--- config.mk ---
export PLATFORM = sky130hd
export DESIGN_NAME = serial_stream_framer_top
export DESIGN_NICKNAME = d
export VERILOG_FILES = /design/src/hdl/sfr_pkg.sv /design/src/hdl/sfr_fifo.sv /design/src/hdl/sfr_front.sv /design/src/hdl/sfr_back.sv /design/src/hdl/serial_stream_framer_top.sv
export SDC_FILE = /design/constraint.sdc
export NUM_CORES = 1
export LEC_CHECK = 0
export BUFFER_PORTS_ARGS = -buffer_cell sky130_fd_sc_hd__buf_2
export CORE_MARGIN = 2
export CORE_UTILIZATION = 55
export CTS_CLUSTER_DIAMETER = 30
export DETAILED_ROUTE_END_ITERATION = 10
export PLACE_DENSITY_LB_ADDON = 0.25
export RECOVER_POWER = 100
export SETUP_SLACK_MARGIN = 0.5
export SYNTH_ARGS = -nofsm -noshare
export SYNTH_HDL_FRONTEND = slang
export SYNTH_SLANG_ARGS = --single-unit
--- constraint.sdc ---
create_clock -name i_clk -period 12.2 [get_ports i_clk]
set_input_delay 0 -clock i_clk [delete_from_list [all_inputs] [get_ports i_clk]]
set_output_delay 0 -clock i_clk [all_outputs]
set_load 0.1 [all_outputs]
--- src/hdl/sfr_pkg.sv ---
// ----------------------------------------------------------------------------
// sfr_pkg
// types, register indexes and defaults shared by the serial stream framer
// ----------------------------------------------------------------------------
`default_nettype none

package sfr_pkg;

    localparam int BUFFER_DEPTH_DEF = 64;
    localparam int MAX_DELIM_DEF    = 4;
    localparam int CMD_Q_DEPTH      = 4;
    localparam int OUT_Q_DEPTH      = 4;
    localparam int DELIM_REG_BYTES  = 4;
    localparam int CFG_IDX_W        = 3;
    localparam int CFG_DATA_W       = 32;

    typedef enum logic [1:0] {
        MODE_RAW   = 2'd0,
        MODE_FIXED = 2'd1,
        MODE_LINE  = 2'd2,
        MODE_IDLE  = 2'd3
    } t_mode;

    localparam logic [CFG_IDX_W-1:0] REG_FRAMING_MODE = 3'd0;
    localparam logic [CFG_IDX_W-1:0] REG_FIXED_BYTES  = 3'd1;
    localparam logic [CFG_IDX_W-1:0] REG_DELIM_BYTES  = 3'd2;
    localparam logic [CFG_IDX_W-1:0] REG_DELIM_LENGTH = 3'd3;
    localparam logic [CFG_IDX_W-1:0] REG_IDLE_GAP     = 3'd4;
    localparam logic [CFG_IDX_W-1:0] REG_MAX_BUFFER   = 3'd5;

    localparam logic [6:0]  FIXED_BYTES_RST  = 7'd16;
    localparam logic [31:0] DELIM_BYTES_RST  = 32'd10;
    localparam logic [2:0]  DELIM_LENGTH_RST = 3'd1;
    localparam logic [15:0] IDLE_GAP_RST     = 16'd50;
    localparam logic [6:0]  MAX_BUFFER_RST   = 7'd64;

    localparam logic OP_BYTE = 1'b0;
    localparam logic OP_TICK = 1'b1;

    typedef struct packed {
        logic       opcode;
        logic [7:0] rx_byte;
    } t_in_item;

    typedef struct packed {
        logic [7:0] frame_byte;
        logic       frame_last;
    } t_out_item;

    typedef struct packed {
        t_mode       framing_mode;
        logic [6:0]  fixed_frame_bytes;
        logic [31:0] delimiter_bytes;
        logic [2:0]  delimiter_length;
        logic [15:0] idle_gap_ticks;
        logic [6:0]  max_buffer_bytes;
    } t_cfg;

    typedef enum logic [1:0] {
        CMD_RAW   = 2'd0,
        CMD_BYTE  = 2'd1,
        CMD_FLUSH = 2'd2
    } t_cmd_kind;

    typedef struct packed {
        t_cmd_kind  kind;
        logic [7:0] data;
    } t_cmd;

endpackage

`default_nettype wire

--- src/hdl/sfr_fifo.sv ---
// ----------------------------------------------------------------------------
// sfr_fifo
// small register queue used between the framer stages and at the output
// ----------------------------------------------------------------------------
`default_nettype none

module sfr_fifo #(
    parameter int WIDTH = 8,
    parameter int DEPTH = 4
) (
    input  logic             i_clk,
    input  logic             i_rst_n,
    input  logic             i_push,
    input  logic [WIDTH-1:0] i_data,
    output logic             o_full,
    input  logic             i_pop,
    output logic [WIDTH-1:0] o_data,
    output logic             o_empty
);

    localparam int PW = (DEPTH > 1) ? $clog2(DEPTH) : 1;
    localparam int NW = $clog2(DEPTH + 1);

    logic [WIDTH-1:0] r_mem [DEPTH];
    logic [PW-1:0]    r_wr;
    logic [PW-1:0]    r_rd;
    logic [NW-1:0]    r_cnt;
    logic             do_push;
    logic             do_pop;

    assign o_full  = (r_cnt == NW'(DEPTH));
    assign o_empty = (r_cnt == '0);
    assign o_data  = r_mem[r_rd];
    assign do_push = i_push && !o_full;
    assign do_pop  = i_pop && !o_empty;

    always_ff @(posedge i_clk) begin
        if (!i_rst_n) begin
            r_wr  <= '0;
            r_rd  <= '0;
            r_cnt <= '0;
        end else begin
            if (do_push) begin
                r_wr <= (r_wr == PW'(DEPTH - 1)) ? '0 : r_wr + 1'b1;
            end
            if (do_pop) begin
                r_rd <= (r_rd == PW'(DEPTH - 1)) ? '0 : r_rd + 1'b1;
            end
            if (do_push && !do_pop) begin
                r_cnt <= r_cnt + 1'b1;
            end else if (do_pop && !do_push) begin
                r_cnt <= r_cnt - 1'b1;
            end
        end
    end

    always_ff @(posedge i_clk) begin
        if (do_push) begin
            r_mem[r_wr] <= i_data;
        end
    end

endmodule

`default_nettype wire

--- src/hdl/sfr_front.sv ---
// ----------------------------------------------------------------------------
// sfr_front
// accepts items, tracks idle ticks and turns each byte or closing tick into a buffer command
// ----------------------------------------------------------------------------
`default_nettype none

module sfr_front (
    input  logic             i_clk,
    input  logic             i_rst_n,
    input  logic             i_push,
    output logic             o_full,
    input  sfr_pkg::t_in_item i_item,
    input  sfr_pkg::t_cfg    i_cfg,
    output logic             o_cmd_push,
    output sfr_pkg::t_cmd    o_cmd,
    input  logic             i_cmd_full
);

    import sfr_pkg::*;

    logic [15:0] r_idle_ticks;
    logic [15:0] n_idle_ticks;
    logic        accept;

    assign o_full = i_cmd_full;
    assign accept = i_push && !i_cmd_full;

    always_comb begin
        n_idle_ticks = r_idle_ticks;
        o_cmd_push   = 1'b0;
        o_cmd.kind   = CMD_BYTE;
        o_cmd.data   = i_item.rx_byte;
        if (accept) begin
            if (i_item.opcode == OP_BYTE) begin
                n_idle_ticks = '0;
                o_cmd_push   = 1'b1;
                o_cmd.kind   = (i_cfg.framing_mode == MODE_RAW) ? CMD_RAW : CMD_BYTE;
            end else begin
                if (r_idle_ticks != 16'hFFFF) begin
                    n_idle_ticks = r_idle_ticks + 16'd1;
                end
                // ticks that close nothing stop here
                if (i_cfg.framing_mode == MODE_IDLE && n_idle_ticks >= i_cfg.idle_gap_ticks)
                begin
                    o_cmd_push = 1'b1;
                    o_cmd.kind = CMD_FLUSH;
                end
            end
        end
    end

    always_ff @(posedge i_clk) begin
        if (!i_rst_n) begin
            r_idle_ticks <= '0;
        end else begin
            r_idle_ticks <= n_idle_ticks;
        end
    end

endmodule

`default_nettype wire

--- src/hdl/sfr_back.sv ---
// ----------------------------------------------------------------------------
// sfr_back
// frame buffer and sequencer: stores bytes, finds frame ends, drains frames
// ----------------------------------------------------------------------------
`default_nettype none

module sfr_back #(
    parameter int BUFFER_DEPTH        = 64,
    parameter int MAX_DELIMITER_BYTES = 4
) (
    input  logic              i_clk,
    input  logic              i_rst_n,
    input  sfr_pkg::t_cfg     i_cfg,
    input  logic              i_cfg_we,
    input  sfr_pkg::t_cmd     i_cmd,
    input  logic              i_cmd_empty,
    output logic              o_cmd_pop,
    output logic              o_res_push,
    output sfr_pkg::t_out_item o_res,
    input  logic              i_res_full
);

    import sfr_pkg::*;

    localparam int AW  = (BUFFER_DEPTH > 1) ? $clog2(BUFFER_DEPTH) : 1;
    localparam int CW  = $clog2(BUFFER_DEPTH + 1);
    localparam int SW  = CW + 1;
    localparam int EW  = (CW > 7) ? CW : 7;
    localparam int WFW = $clog2(MAX_DELIMITER_BYTES + 1);

    typedef enum logic [2:0] {
        ST_IDLE,
        ST_FIX,
        ST_SCAN_RD,
        ST_SCAN_CHK,
        ST_EMIT_RD,
        ST_EMIT_WR
    } t_state;

    t_state         r_state, n_state;
    t_state         r_after, n_after;
    logic [AW-1:0]  r_head, n_head;
    logic [CW-1:0]  r_count, n_count;
    logic [CW-1:0]  r_scan, n_scan;
    logic [CW-1:0]  r_rem, n_rem;
    logic [WFW-1:0] r_wfill, n_wfill;
    logic [7:0]     r_win [MAX_DELIMITER_BYTES];
    logic [7:0]     n_win [MAX_DELIMITER_BYTES];

    logic [7:0]     r_store [BUFFER_DEPTH];
    logic [7:0]     r_rdata;
    logic           mem_we;
    logic [AW-1:0]  mem_wa;
    logic           mem_re;
    logic [AW-1:0]  mem_ra;

    logic [EW-1:0]  limit_e;
    logic [EW-1:0]  mbb_e;
    logic [EW-1:0]  fixed_e;
    logic [EW-1:0]  count_e;
    logic [2:0]     dlen;
    logic [7:0]     cand [MAX_DELIMITER_BYTES];
    logic [WFW-1:0] wfill_inc;
    logic           hit;

    function automatic logic [AW-1:0] wrap_add(input logic [AW-1:0] a,
                                               input logic [CW-1:0] b);
        logic [SW-1:0] s;
        s = SW'(a) + SW'(b);
        if (s >= SW'(BUFFER_DEPTH)) begin
            s = s - SW'(BUFFER_DEPTH);
        end
        return AW'(s);
    endfunction

    function automatic logic [7:0] delim_byte(input logic [31:0] bytes,
                                              input logic [2:0] idx);
        logic [7:0] b;
        b = '0;
        if (idx < 3'(DELIM_REG_BYTES)) begin
            b = bytes[{idx[1:0], 3'b000} +: 8];
        end
        return b;
    endfunction

    // effective limits after clamping the registers
    always_comb begin
        mbb_e   = EW'(i_cfg.max_buffer_bytes);
        count_e = EW'(r_count);
        if (mbb_e == '0) begin
            limit_e = EW'(1);
        end else if (mbb_e > EW'(BUFFER_DEPTH)) begin
            limit_e = EW'(BUFFER_DEPTH);
        end else begin
            limit_e = mbb_e;
        end
        fixed_e = (i_cfg.fixed_frame_bytes == '0) ? EW'(1) : EW'(i_cfg.fixed_frame_bytes);
        if (i_cfg.delimiter_length == '0) begin
            dlen = 3'd1;
        end else if ({1'b0, i_cfg.delimiter_length} > 4'(MAX_DELIMITER_BYTES)) begin
            dlen = 3'(MAX_DELIMITER_BYTES);
        end else begin
            dlen = i_cfg.delimiter_length;
        end
    end

    // window with the byte just read, newest first
    always_comb begin
        cand[0] = r_rdata;
        for (int j = 1; j < MAX_DELIMITER_BYTES; j++) begin
            cand[j] = r_win[j-1];
        end
        wfill_inc = (r_wfill == WFW'(MAX_DELIMITER_BYTES)) ? r_wfill : r_wfill + 1'b1;
        hit = (int'(wfill_inc) >= int'(dlen));
        for (int j = 0; j < MAX_DELIMITER_BYTES; j++) begin
            if (j < int'(dlen)) begin
                if (cand[j] != delim_byte(i_cfg.delimiter_bytes, 3'(int'(dlen) - 1 - j))) begin
                    hit = 1'b0;
                end
            end
        end
    end

    always_comb begin
        n_state    = r_state;
        n_after    = r_after;
        n_head     = r_head;
        n_count    = r_count;
        n_scan     = r_scan;
        n_rem      = r_rem;
        n_wfill    = r_wfill;
        n_win      = r_win;
        o_cmd_pop  = 1'b0;
        o_res_push = 1'b0;
        o_res.frame_byte = r_rdata;
        o_res.frame_last = (r_rem == CW'(1));
        mem_we     = 1'b0;
        mem_wa     = r_head;
        mem_re     = 1'b0;
        mem_ra     = r_head;

        unique case (r_state)
            ST_IDLE: begin
                if (!i_cmd_empty) begin
                    unique case (i_cmd.kind)
                        CMD_RAW: begin
                            if (!i_res_full) begin
                                o_res_push       = 1'b1;
                                o_res.frame_byte = i_cmd.data;
                                o_res.frame_last = 1'b1;
                                o_cmd_pop        = 1'b1;
                            end
                        end
                        CMD_BYTE: begin
                            o_cmd_pop = 1'b1;
                            mem_we    = 1'b1;
                            if (count_e >= limit_e) begin
                                // full buffer starts over with this item
                                mem_wa  = r_head;
                                n_count = CW'(1);
                                n_scan  = '0;
                                n_wfill = '0;
                            end else begin
                                mem_wa  = wrap_add(r_head, r_count);
                                n_count = r_count + 1'b1;
                            end
                            if (i_cfg.framing_mode == MODE_LINE) begin
                                n_state = ST_SCAN_RD;
                            end else begin
                                n_scan  = '0;
                                n_wfill = '0;
                                if (i_cfg.framing_mode == MODE_FIXED) begin
                                    n_state = ST_FIX;
                                end
                            end
                        end
                        CMD_FLUSH: begin
                            o_cmd_pop = 1'b1;
                            if (r_count != '0) begin
                                n_rem   = r_count;
                                n_after = ST_IDLE;
                                n_state = ST_EMIT_RD;
                                n_scan  = '0;
                                n_wfill = '0;
                            end
                        end
                        default: begin
                            o_cmd_pop = 1'b1;
                        end
                    endcase
                end
            end
            ST_FIX: begin
                if (count_e >= fixed_e) begin
                    n_rem   = CW'(fixed_e);
                    n_after = ST_FIX;
                    n_state = ST_EMIT_RD;
                end else begin
                    n_state = ST_IDLE;
                end
            end
            ST_SCAN_RD: begin
                if (r_scan < r_count) begin
                    mem_re  = 1'b1;
                    mem_ra  = wrap_add(r_head, r_scan);
                    n_state = ST_SCAN_CHK;
                end else begin
                    n_state = ST_IDLE;
                end
            end
            ST_SCAN_CHK: begin
                if (hit) begin
                    n_rem   = r_scan + 1'b1;
                    n_scan  = '0;
                    n_wfill = '0;
                    n_after = ST_SCAN_RD;
                    n_state = ST_EMIT_RD;
                end else begin
                    n_scan  = r_scan + 1'b1;
                    n_win   = cand;
                    n_wfill = wfill_inc;
                    n_state = ST_SCAN_RD;
                end
            end
            ST_EMIT_RD: begin
                // room is reserved here, only pops happen until the write
                if (!i_res_full) begin
                    mem_re  = 1'b1;
                    mem_ra  = r_head;
                    n_state = ST_EMIT_WR;
                end
            end
            ST_EMIT_WR: begin
                o_res_push = 1'b1;
                n_head     = wrap_add(r_head, CW'(1));
                n_count    = r_count - 1'b1;
                n_rem      = r_rem - 1'b1;
                n_state    = (r_rem == CW'(1)) ? r_after : ST_EMIT_RD;
            end
            default: begin
                n_state = ST_IDLE;
            end
        endcase

        // new settings may change what counts as a match
        if (i_cfg_we) begin
            n_scan  = '0;
            n_wfill = '0;
        end
    end

    always_ff @(posedge i_clk) begin
        if (!i_rst_n) begin
            r_state <= ST_IDLE;
            r_after <= ST_IDLE;
            r_head  <= '0;
            r_count <= '0;
            r_scan  <= '0;
            r_rem   <= '0;
            r_wfill <= '0;
        end else begin
            r_state <= n_state;
            r_after <= n_after;
            r_head  <= n_head;
            r_count <= n_count;
            r_scan  <= n_scan;
            r_rem   <= n_rem;
            r_wfill <= n_wfill;
        end
        r_win <= n_win;
    end

    always_ff @(posedge i_clk) begin
        if (mem_we) begin
            r_store[mem_wa] <= i_cmd.data;
        end
        if (mem_re) begin
            r_rdata <= r_store[mem_ra];
        end
    end

endmodule

`default_nettype wire

--- src/hdl/serial_stream_framer_top.sv ---
// ----------------------------------------------------------------------------
// serial_stream_framer_top
// cuts received serial bytes into frames in raw, fixed, line or idle-gap mode
// ----------------------------------------------------------------------------
// Items enter through a queue-style push port and are classified by the front
// stage (byte, raw byte or idle flush; ticks that close nothing are absorbed),
// then wait in a four-entry command queue for the frame sequencer. Results
// leave through a four-entry output queue, one frame byte per item, with
// frame_last on the final byte. A raw byte bypasses the frame buffer. A
// buffered byte is written into the buffer when its command is popped; in line
// mode the sequencer then checks each newly stored byte in a read state and a
// check state, resuming where the previous search stopped (a configuration
// write restarts the search from the head of the buffer). Every emitted frame
// byte passes through a read state and a write state, as the frame buffer has
// a single read port. The buffer needs no clearing pass after reset.
`default_nettype none

module serial_stream_framer_top #(
    parameter int BUFFER_DEPTH        = sfr_pkg::BUFFER_DEPTH_DEF,
    parameter int MAX_DELIMITER_BYTES = sfr_pkg::MAX_DELIM_DEF
) (
    input  logic                              i_clk,
    input  logic                              i_rst_n,
    input  logic                              push,
    output logic                              full,
    input  sfr_pkg::t_in_item                 i_item,
    output logic                              empty,
    input  logic                              pop,
    output sfr_pkg::t_out_item                o_result,
    input  logic                              i_cfg_we,
    input  logic [sfr_pkg::CFG_IDX_W-1:0]     i_cfg_idx,
    input  logic [sfr_pkg::CFG_DATA_W-1:0]    i_cfg_wdata
);

    import sfr_pkg::*;

    localparam int CMD_W = $bits(t_cmd);
    localparam int RES_W = $bits(t_out_item);

    t_cfg             r_cfg;
    logic             cmd_push;
    t_cmd             cmd_in;
    logic             cmd_full;
    logic [CMD_W-1:0] cmd_out;
    logic             cmd_empty;
    logic             cmd_pop;
    logic             res_push;
    t_out_item        res_in;
    logic             res_full;
    logic [RES_W-1:0] res_out;

    always_ff @(posedge i_clk) begin
        if (!i_rst_n) begin
            r_cfg.framing_mode      <= MODE_RAW;
            r_cfg.fixed_frame_bytes <= FIXED_BYTES_RST;
            r_cfg.delimiter_bytes   <= DELIM_BYTES_RST;
            r_cfg.delimiter_length  <= DELIM_LENGTH_RST;
            r_cfg.idle_gap_ticks    <= IDLE_GAP_RST;
            r_cfg.max_buffer_bytes  <= MAX_BUFFER_RST;
        end else if (i_cfg_we) begin
            unique case (i_cfg_idx)
                REG_FRAMING_MODE: r_cfg.framing_mode      <= t_mode'(i_cfg_wdata[1:0]);
                REG_FIXED_BYTES:  r_cfg.fixed_frame_bytes <= i_cfg_wdata[6:0];
                REG_DELIM_BYTES:  r_cfg.delimiter_bytes   <= i_cfg_wdata[31:0];
                REG_DELIM_LENGTH: r_cfg.delimiter_length  <= i_cfg_wdata[2:0];
                REG_IDLE_GAP:     r_cfg.idle_gap_ticks    <= i_cfg_wdata[15:0];
                REG_MAX_BUFFER:   r_cfg.max_buffer_bytes  <= i_cfg_wdata[6:0];
                default: begin
                end
            endcase
        end
    end

    sfr_front u_front (
        .i_clk      (i_clk),
        .i_rst_n    (i_rst_n),
        .i_push     (push),
        .o_full     (full),
        .i_item     (i_item),
        .i_cfg      (r_cfg),
        .o_cmd_push (cmd_push),
        .o_cmd      (cmd_in),
        .i_cmd_full (cmd_full)
    );

    sfr_fifo #(
        .WIDTH (CMD_W),
        .DEPTH (CMD_Q_DEPTH)
    ) u_cmd_q (
        .i_clk   (i_clk),
        .i_rst_n (i_rst_n),
        .i_push  (cmd_push),
        .i_data  (cmd_in),
        .o_full  (cmd_full),
        .i_pop   (cmd_pop),
        .o_data  (cmd_out),
        .o_empty (cmd_empty)
    );

    sfr_back #(
        .BUFFER_DEPTH        (BUFFER_DEPTH),
        .MAX_DELIMITER_BYTES (MAX_DELIMITER_BYTES)
    ) u_back (
        .i_clk       (i_clk),
        .i_rst_n     (i_rst_n),
        .i_cfg       (r_cfg),
        .i_cfg_we    (i_cfg_we),
        .i_cmd       (t_cmd'(cmd_out)),
        .i_cmd_empty (cmd_empty),
        .o_cmd_pop   (cmd_pop),
        .o_res_push  (res_push),
        .o_res       (res_in),
        .i_res_full  (res_full)
    );

    sfr_fifo #(
        .WIDTH (RES_W),
        .DEPTH (OUT_Q_DEPTH)
    ) u_res_q (
        .i_clk   (i_clk),
        .i_rst_n (i_rst_n),
        .i_push  (res_push),
        .i_data  (res_in),
        .o_full  (res_full),
        .i_pop   (pop),
        .o_data  (res_out),
        .o_empty (empty)
    );

    assign o_result = t_out_item'(res_out);

endmodule

`default_nettype wire

==> results of run 1 <==
-- report_power, final --
part / switching (mW) / internal, mW / total [mW]
clock network: 1.31 / 2.51 / 3.83
registers: 0.0750 / 3.14 / 3.22
logic: 0.796 / 0.239 / 1.03
total: 2.19 / 5.90 / 8.08
-- timing repair --
action / in CTS / in global routing
endpoints found under the hold margin: 139 / 0
hold buffers: 63 / 0
setup endpoints to repair: 0 / 0
resized for setup: 0 / 0
-- layer usage --
metal	share of wire [%]	wire, um	vias up
li1	-	-	10302
met1	40	35100	11325
met2	47	41600	1166
met3	7.9	6920	281
met4	5.2	4580	0
met5	0	0	-
-- sequential cells by signal (all words and copies together), names as in the netlist, 3 cells and up, named ones only --
| name | cells |
|---|---|
| u_back.r_store | 512 |
| r_cfg | 67 |
| u_cmd_q.r_mem | 40 |
| u_res_q.r_mem | 36 |
| u_back.cand | 24 |
| u_front.r_idle_ticks | 16 |
| u_back.r_rdata | 8 |
| u_back.count_e | 7 |
| u_back.r_rem | 7 |
| u_back.r_scan | 7 |
| u_back.r_head | 6 |
| u_back.r_state | 3 |
| u_back.r_wfill | 3 |
| u_cmd_q.r_cnt | 3 |
| u_res_q.r_cnt | 3 |
-- cells in the final DEF, fill, tap and decap left out, types with 15 or more instances in the layout --
cell type,n
a32o_1,34
and2_0,16
and3_1,44
clkbuf_1,44
dlygate4sd3_1,63
nor3_1,19
mux2i_1,118
xor2_1,43
inv_1,55
nand3_1,27
and2_1,33
nand2_1,523
clkinv_4,15
o21ai_0,49
a21oi_1,193
a21o_1,18
ha_1,78
clkbuf_16,141
nor4_1,79
edfxtp_1,620
buf_2,37
a211oi_1,38
mux4_2,26
dfxtp_1,136
bufinv_16,17
o22ai_1,29
nor2_1,174
nand2b_1,22
xnor2_1,27
-- path summary, 6_finish.rpt --
kind	depth (start not counted)	slack (ns)	startpoint	endpoint
worst max-delay path	11	4.09	r_cfg[23]	u_back.cand[14]
worst min-delay path	2	0.10	i_item[2]	u_cmd_q.r_mem[0][2]
worst max register to register	11	4.09	r_cfg[23]	u_back.cand[14]
worst min register to register	2	0.46	r_cfg[10]	r_cfg[10]
-- final cells by class --
type | instances | area share, %
inverter | 57 | 0.552
clock inverter | 92 | 2.73
sequential | 756 | 54.4
multi-input combinational | 1748 | 27.9
timing repair buffer | 144 | 2.65
clock buffer | 158 | 9.28
tap | 773 | 2.46
-- stage by stage --
step                      std cells  cell area (um^2)  hold slack, ns  util, %
final                          3728             39200           0.101     66.2
after global routing           3728             39200           0.117     66.2
after CTS                      3728             39400         0.00427     66.5
after detailed placement       3415             34000           0.221     57.5
after global placement         3415             34000           0.213     57.5
after floorplan                2694             33100          0.0989        -
-- worst reg2reg max path, delay by kind of cell (launching register included) --
| kind | cells | cell delay, ns |
|---|---|---|
| buffers and inverters | 2 | 0.47 |
| AOI/OAI and AO/OA | 3 | 2.93 |
| xor gates and xnor gates | 1 | 0.23 |
| adders and majority gates | 1 | 0.76 |
| DFF | 1 | 0.73 |
| and+or+nand+nor | 4 | 2.53 |
-- cells by family after synthesis --
group	Yosys count	share of synthesized area, %
AND/OR/NAND/NOR	983	13.3
flip-flops	756	64.4
AO/OA/AOI/OAI	449	8.80
buffers and inverters	190	2.42
multiplexers	163	6.01
adder cells (fa/ha/maj)	82	3.19
XOR/XNOR	71	1.90
==> out/metrics.cfg, run 1 <==
[run_status]
status=finished with violations
violations=max-capacitance violations, max-slew violations

[finish]
finalNetCount=2974
fillCellCount=4162
multi_input_area_um2=11000
layout-drive-gt1-share_pct=10.8
final-seq-area_um2=21300
area_growth_pct=18.4
diodes=0

[critical_path]
critPathArrivalTime_ns=8.38
crit_chain=clkinvlp_2 -> a21oi_1 -> inv_1 -> ha_1 -> nand2_1 -> o22ai_1 -> xor2_1 -> nor4_1 -> a31oi_1 -> nor2_1 -> nor2_1
critPathSlowestCell=a21oi_1
path_class=reg -> reg
critPathMostFrequentCell=nor2_1
slowest_delay_ns=2.19
worstPathRequired_ns=12.47
end_kind=flop
cpLargestDelayFamily=compound AO/OA/AOI/OAI gates
path_buf_inv=2
crit_path_max_fanout=30
critPathLaunchType=flop

[power]
total_power_mw=8.08
ir_drop_mv=0.132
leakagePower_nw=14.4
powerDensity_nw_per_um2=206

[drt]
remaining_drc_errors=0
ant_nets=0
dr.pass1.iters=6
routed_via_density=6.19
routed-via-count=23074
wl_um=88200
drt_iter0_drc=2529
detail_route.wl_per_cell_um=23.6

[global_route]
grt_max_degree=138
grt.met3_usage_pct=5.99
grt_pass1_wl_um=135000
grt_overflow=0
first_global_vias=23023
grt.busiest_layer=met2
antenna_found_initial=0
grt.total_usage_pct=28.4
use_met2_pct=45.4
met1_usage_pct=36.6

[sta]
rsz0062_at_grt=false
finalMaxSlewViolations=671
fin_skew_ns=0.0305
setup_ws_ns=4.09
final_hold_viol_count=0
fmax_mhz=123
fin_crit_ns=8.11
period_share_pct=66.5
tightest_slew_ns=4.01
relSlewSlack_pct=-167
finalSetupTns_ns=0
finalSetupViolCount=0

[floorplan]
die_x_um=249
fp.dieH_um=249
coreArea_um2=59200
start_util_pct=55.9
ios=60
rows=89
die_area_um2=62200

[synth]
ys_seq_area_share_pct=64.4
synth_edf_count=620
syn-num-nets=2825
ys_top_cells_by_area=edfxtp_1 56%, dfxtp_1 8.2%, nand2_1 5.9%
yosysUniqueCellTypes=79
avgSynthCellArea_um2=12.3
synth.largest_area_cell=edfxtp_1
netlist.area_leader.share_pct=56.2
synth_ff_type=edfxtp_1
ys.warnings.count=0
synth_most_common_cell=edfxtp_1
synth_top_cells_by_count=620 x edfxtp_1, 523 x nand2_1, 190 x a21oi_1
synthArstFlopShare_pct=0
synth-seq-cells=756
syn_area_um2=33100
synthCells=2694

[cts]
root_buffer=clkbuf_16
clockBufferDepth=3
cts_buffers=136
htreeDepth=4
cts_tree=built
cts_setup_buffers=0
clkLatencyLatePin_ns=0.73
cts.clk_slew.worst_paths_ns=0.05
clock_sinks=756

[place]
detailed_place_hpwl_um=53100
pre_cts_ws_ns=6.68
finalWeightedCongestion=0.905
io_buffers=59

[min_path]
hp-class=in -> reg

[job]
drv_cap=14

No activity file was read; power rests on OpenSTA's default activity.
==> run 2: changes to the inputs <==
==> constraint.sdc (replaced) <==
create_clock -name i_clk -period 7.98 [get_ports i_clk]
set_input_delay 0 -clock i_clk [delete_from_list [all_inputs] [get_ports i_clk]]
set_output_delay 0 -clock i_clk [all_outputs]
set_load 0.1 [all_outputs]
==> run 2 against run 1 <==
  * The flow still finishes with violations (max-capacitance violations, max-slew violations)
  * Worst setup slack got worse by 2.7 ns
  * Sequential cell count stayed put
  * Register-to-register slack got worse by 2.7 ns
  * Routed wire length up 0.75%
  * Non-clock buffer count rose by 20
  * Die area is the same
  * Clock skew shrank 0.0039 ns
  * First-iteration DRC count up 1.5%
  * Combinational power is 54% higher
  * Sequential power increased by 53%
  * Sequential share of layout area is 0.65 points lower
  * Count of clock-buffer cells in the layout grew 4
==> out/metrics.cfg, run 2 (synthesis results as in run 1) <==
[cts]
root_buffer=clkbuf_16  ; unchanged
cts_setup_buffers=0  ; unchanged
clkLatencyLatePin_ns=0.74  ; was 0.73 ns
clockBufferDepth=3  ; unchanged
cts_tree=built  ; unchanged
cts_buffers=140  ; was 136
cts.clk_slew.worst_paths_ns=0.05  ; about the same
clock_sinks=756  ; unchanged
htreeDepth=4  ; unchanged

[finish]
final_common_cell=edfxtp_1  ; unchanged
layout-drive-gt1-share_pct=11.2  ; was 10.8%
largest_reg_flops=512  ; unchanged
top_register=u_back.r_store  ; unchanged
final-seq-area_um2=21300  ; unchanged
fillCellCount=4123  ; was 4162
area_growth_pct=19.8  ; was 18.4%
reg_top3=u_back.r_store: 512 flops, r_cfg: 67 flops, u_cmd_q.r_mem: 40 flops  ; unchanged
stdcell_count=3759  ; was 3728
mostFrequentLayoutCells=620 x edfxtp_1, 523 x nand2_1, 193 x a21oi_1  ; unchanged
multi_input_area_um2=11000  ; about the same
finalNetCount=2998  ; was 2974

[power]
p_int_mw=9.28  ; was 5.90 mW
ir_drop_mv=0.218  ; was 0.132 mV
p_sw_mw=3.42  ; was 2.19 mW
leakagePower_nw=14.6  ; was 14.4 nW
total_power_mw=12.7  ; was 8.08 mW
powerDensity_nw_per_um2=320  ; was 206 nW/um^2
pwr-share-clk_pct=48.7  ; was 47.4%
combPwrFrac_pct=12.6  ; was 12.8%
seqPwrFrac_pct=38.8  ; was 39.8%
swShare_pct=26.9  ; was 27.0%

[critical_path]
reg2reg_depth=12  ; was 11
end_kind=flop  ; unchanged
critPathArrivalTime_ns=6.97  ; was 8.38 ns
slowest_delay_ns=1.41  ; was 2.19 ns
crit_path_max_fanout=33  ; was 30
worstPathRequired_ns=8.41  ; was 12.47 ns
critPathMostFrequentCell=a21oi_1  ; was nor2_1
path_class=reg -> reg  ; unchanged
critPathLaunchType=flop  ; unchanged
critPathSlowestCell=a21oi_1  ; unchanged
crit_chain=inv_1 -> ha_1 -> a21o_1 -> a31oi_1 -> o21ai_0 -> a21oi_1 -> mux2_2 -> nand2b_1 -> buf_4 -> a21oi_1 -> nor4_1 -> o31ai_1  ; was clkinvlp_2 -> a21oi_1 -> inv_1 -> ha_1 -> nand2_1 -> o22ai_1 -> xor2_1 -> nor4_1 -> a31oi_1 -> nor2_1 -> nor2_1

[sta]
setup_ws_ns=1.44  ; was 4.09 ns
fin_skew_ns=0.0265  ; was 0.0305 ns
finalMaxSlewViolations=672  ; was 671
finalSetupViolCount=0  ; unchanged
fin_crit_ns=6.54  ; was 8.11 ns
tightest_slew_ns=4.04  ; was 4.01 ns
final_hold_viol_count=0  ; unchanged
rsz0062_at_grt=false  ; unchanged
period_share_pct=82.0  ; was 66.5%
relSlewSlack_pct=-170  ; was -167%
finalSetupTns_ns=0  ; unchanged
fmax_mhz=153  ; was 123 MHz

[place]
finalWeightedCongestion=0.909  ; was 0.905
detailed_place_hpwl_um=52400  ; was 53100 um
pre_cts_ws_ns=2.39  ; was 6.68 ns
dp.cells=3417  ; was 3415
io_buffers=59  ; unchanged

[drt]
routed-via-count=23292  ; was 23074
wl_um=88800  ; was 88200 um
drt_iter0_drc=2568  ; was 2529
detail_route.wl_per_cell_um=23.6  ; about the same
dr.pass1.iters=7  ; was 6
ant_nets=0  ; unchanged
routed_via_density=6.20  ; was 6.19
remaining_drc_errors=0  ; unchanged

[min_path]
hold_depth=2  ; unchanged
hp-class=in -> reg  ; unchanged

[floorplan]
rows=89  ; unchanged
coreArea_um2=59200  ; unchanged
fp.dieH_um=249  ; unchanged
die_x_um=249  ; unchanged
ios=60  ; unchanged
die_area_um2=62200  ; unchanged
start_util_pct=55.9  ; unchanged

[global_route]
grt_overflow=0  ; unchanged
first_global_vias=23266  ; was 23023
grt_max_degree=120  ; was 138
grt.total_usage_pct=28.6  ; was 28.4%
grt_pass1_wl_um=136000  ; was 135000 um
antenna_found_initial=1  ; was 0

[run_status]
violations=max-capacitance violations, max-slew violations  ; unchanged
status=finished with violations  ; unchanged

[job]
drv_cap=14  ; unchanged

[run 2: metal layers]
layer  vias to the layer above  global-route usage [%]  part of all wire, %
li1                      10354                       -                    -
met1                     11416                    37.2                   40
met2                      1273                    46.1                   48
met3                       249                    6.14                  8.6
met4                         0                    13.3                  4.2
met5                         -                       0                    0
[run 2: per-stage QoR]
step	instance area, um^2	hold slack, ns	util, %
floorplan	33100	0.0989	-
global placement	34100	0.213	57.5
detailed placement	34100	0.224	57.5
CTS	39800	0.00649	67.2
global route	39700	0.104	67.0
finish	39700	0.0927	67.0
[run 2: cell type report]
type	count	area share, %
antenna	1	0.00630
multi-input combinational	1748	27.7
clock inverter	98	3.26
clock buffer	162	9.24
sequential	756	53.7
tap	773	2.44
inverter	57	0.548
timing repair buffer	164	3.12
[run 2: repair_timing]
item,CTS,global route
resized for setup,0,0
hold buffers,81,0
hold endpoints to repair,139,0
[run 2: path summary, 6_finish.rpt]
check	start	endpoint	slack, ns
worst min register to register	u_back.cand[22]	u_back.cand[14]	0.46
worst max register to register	u_back.count_e[2]	u_back.r_rdata[7]	1.44
worst min-delay path	i_item[2]	u_cmd_q.r_mem[2][2]	0.09
worst max-delay path	u_back.count_e[2]	u_back.r_rdata[7]	1.44
[run 2: worst max-delay path, delay by kind of cell (launching register included)]
family                     cells  cell delay [ns]
buffers and inverters          2             0.58
adders and majority gates      1             0.35
and+or+nand+nor                2             1.83
DFF                            1             0.53
AOI/OAI and AO/OA              6             2.18
muxes                          1             0.77
[run 2: power by group through the flow]
stage          Clock (mW)  Sequential, mW  Combinational [mW]
6_report             6.18            4.92                1.59
5_1_grt              6.42            4.94                1.70
4_1_cts              6.21            4.87                1.63
3_5_place_dp            0            4.94                1.59
3_3_place_gp            0            4.93                1.54
2_1_floorplan           0            4.87                1.04
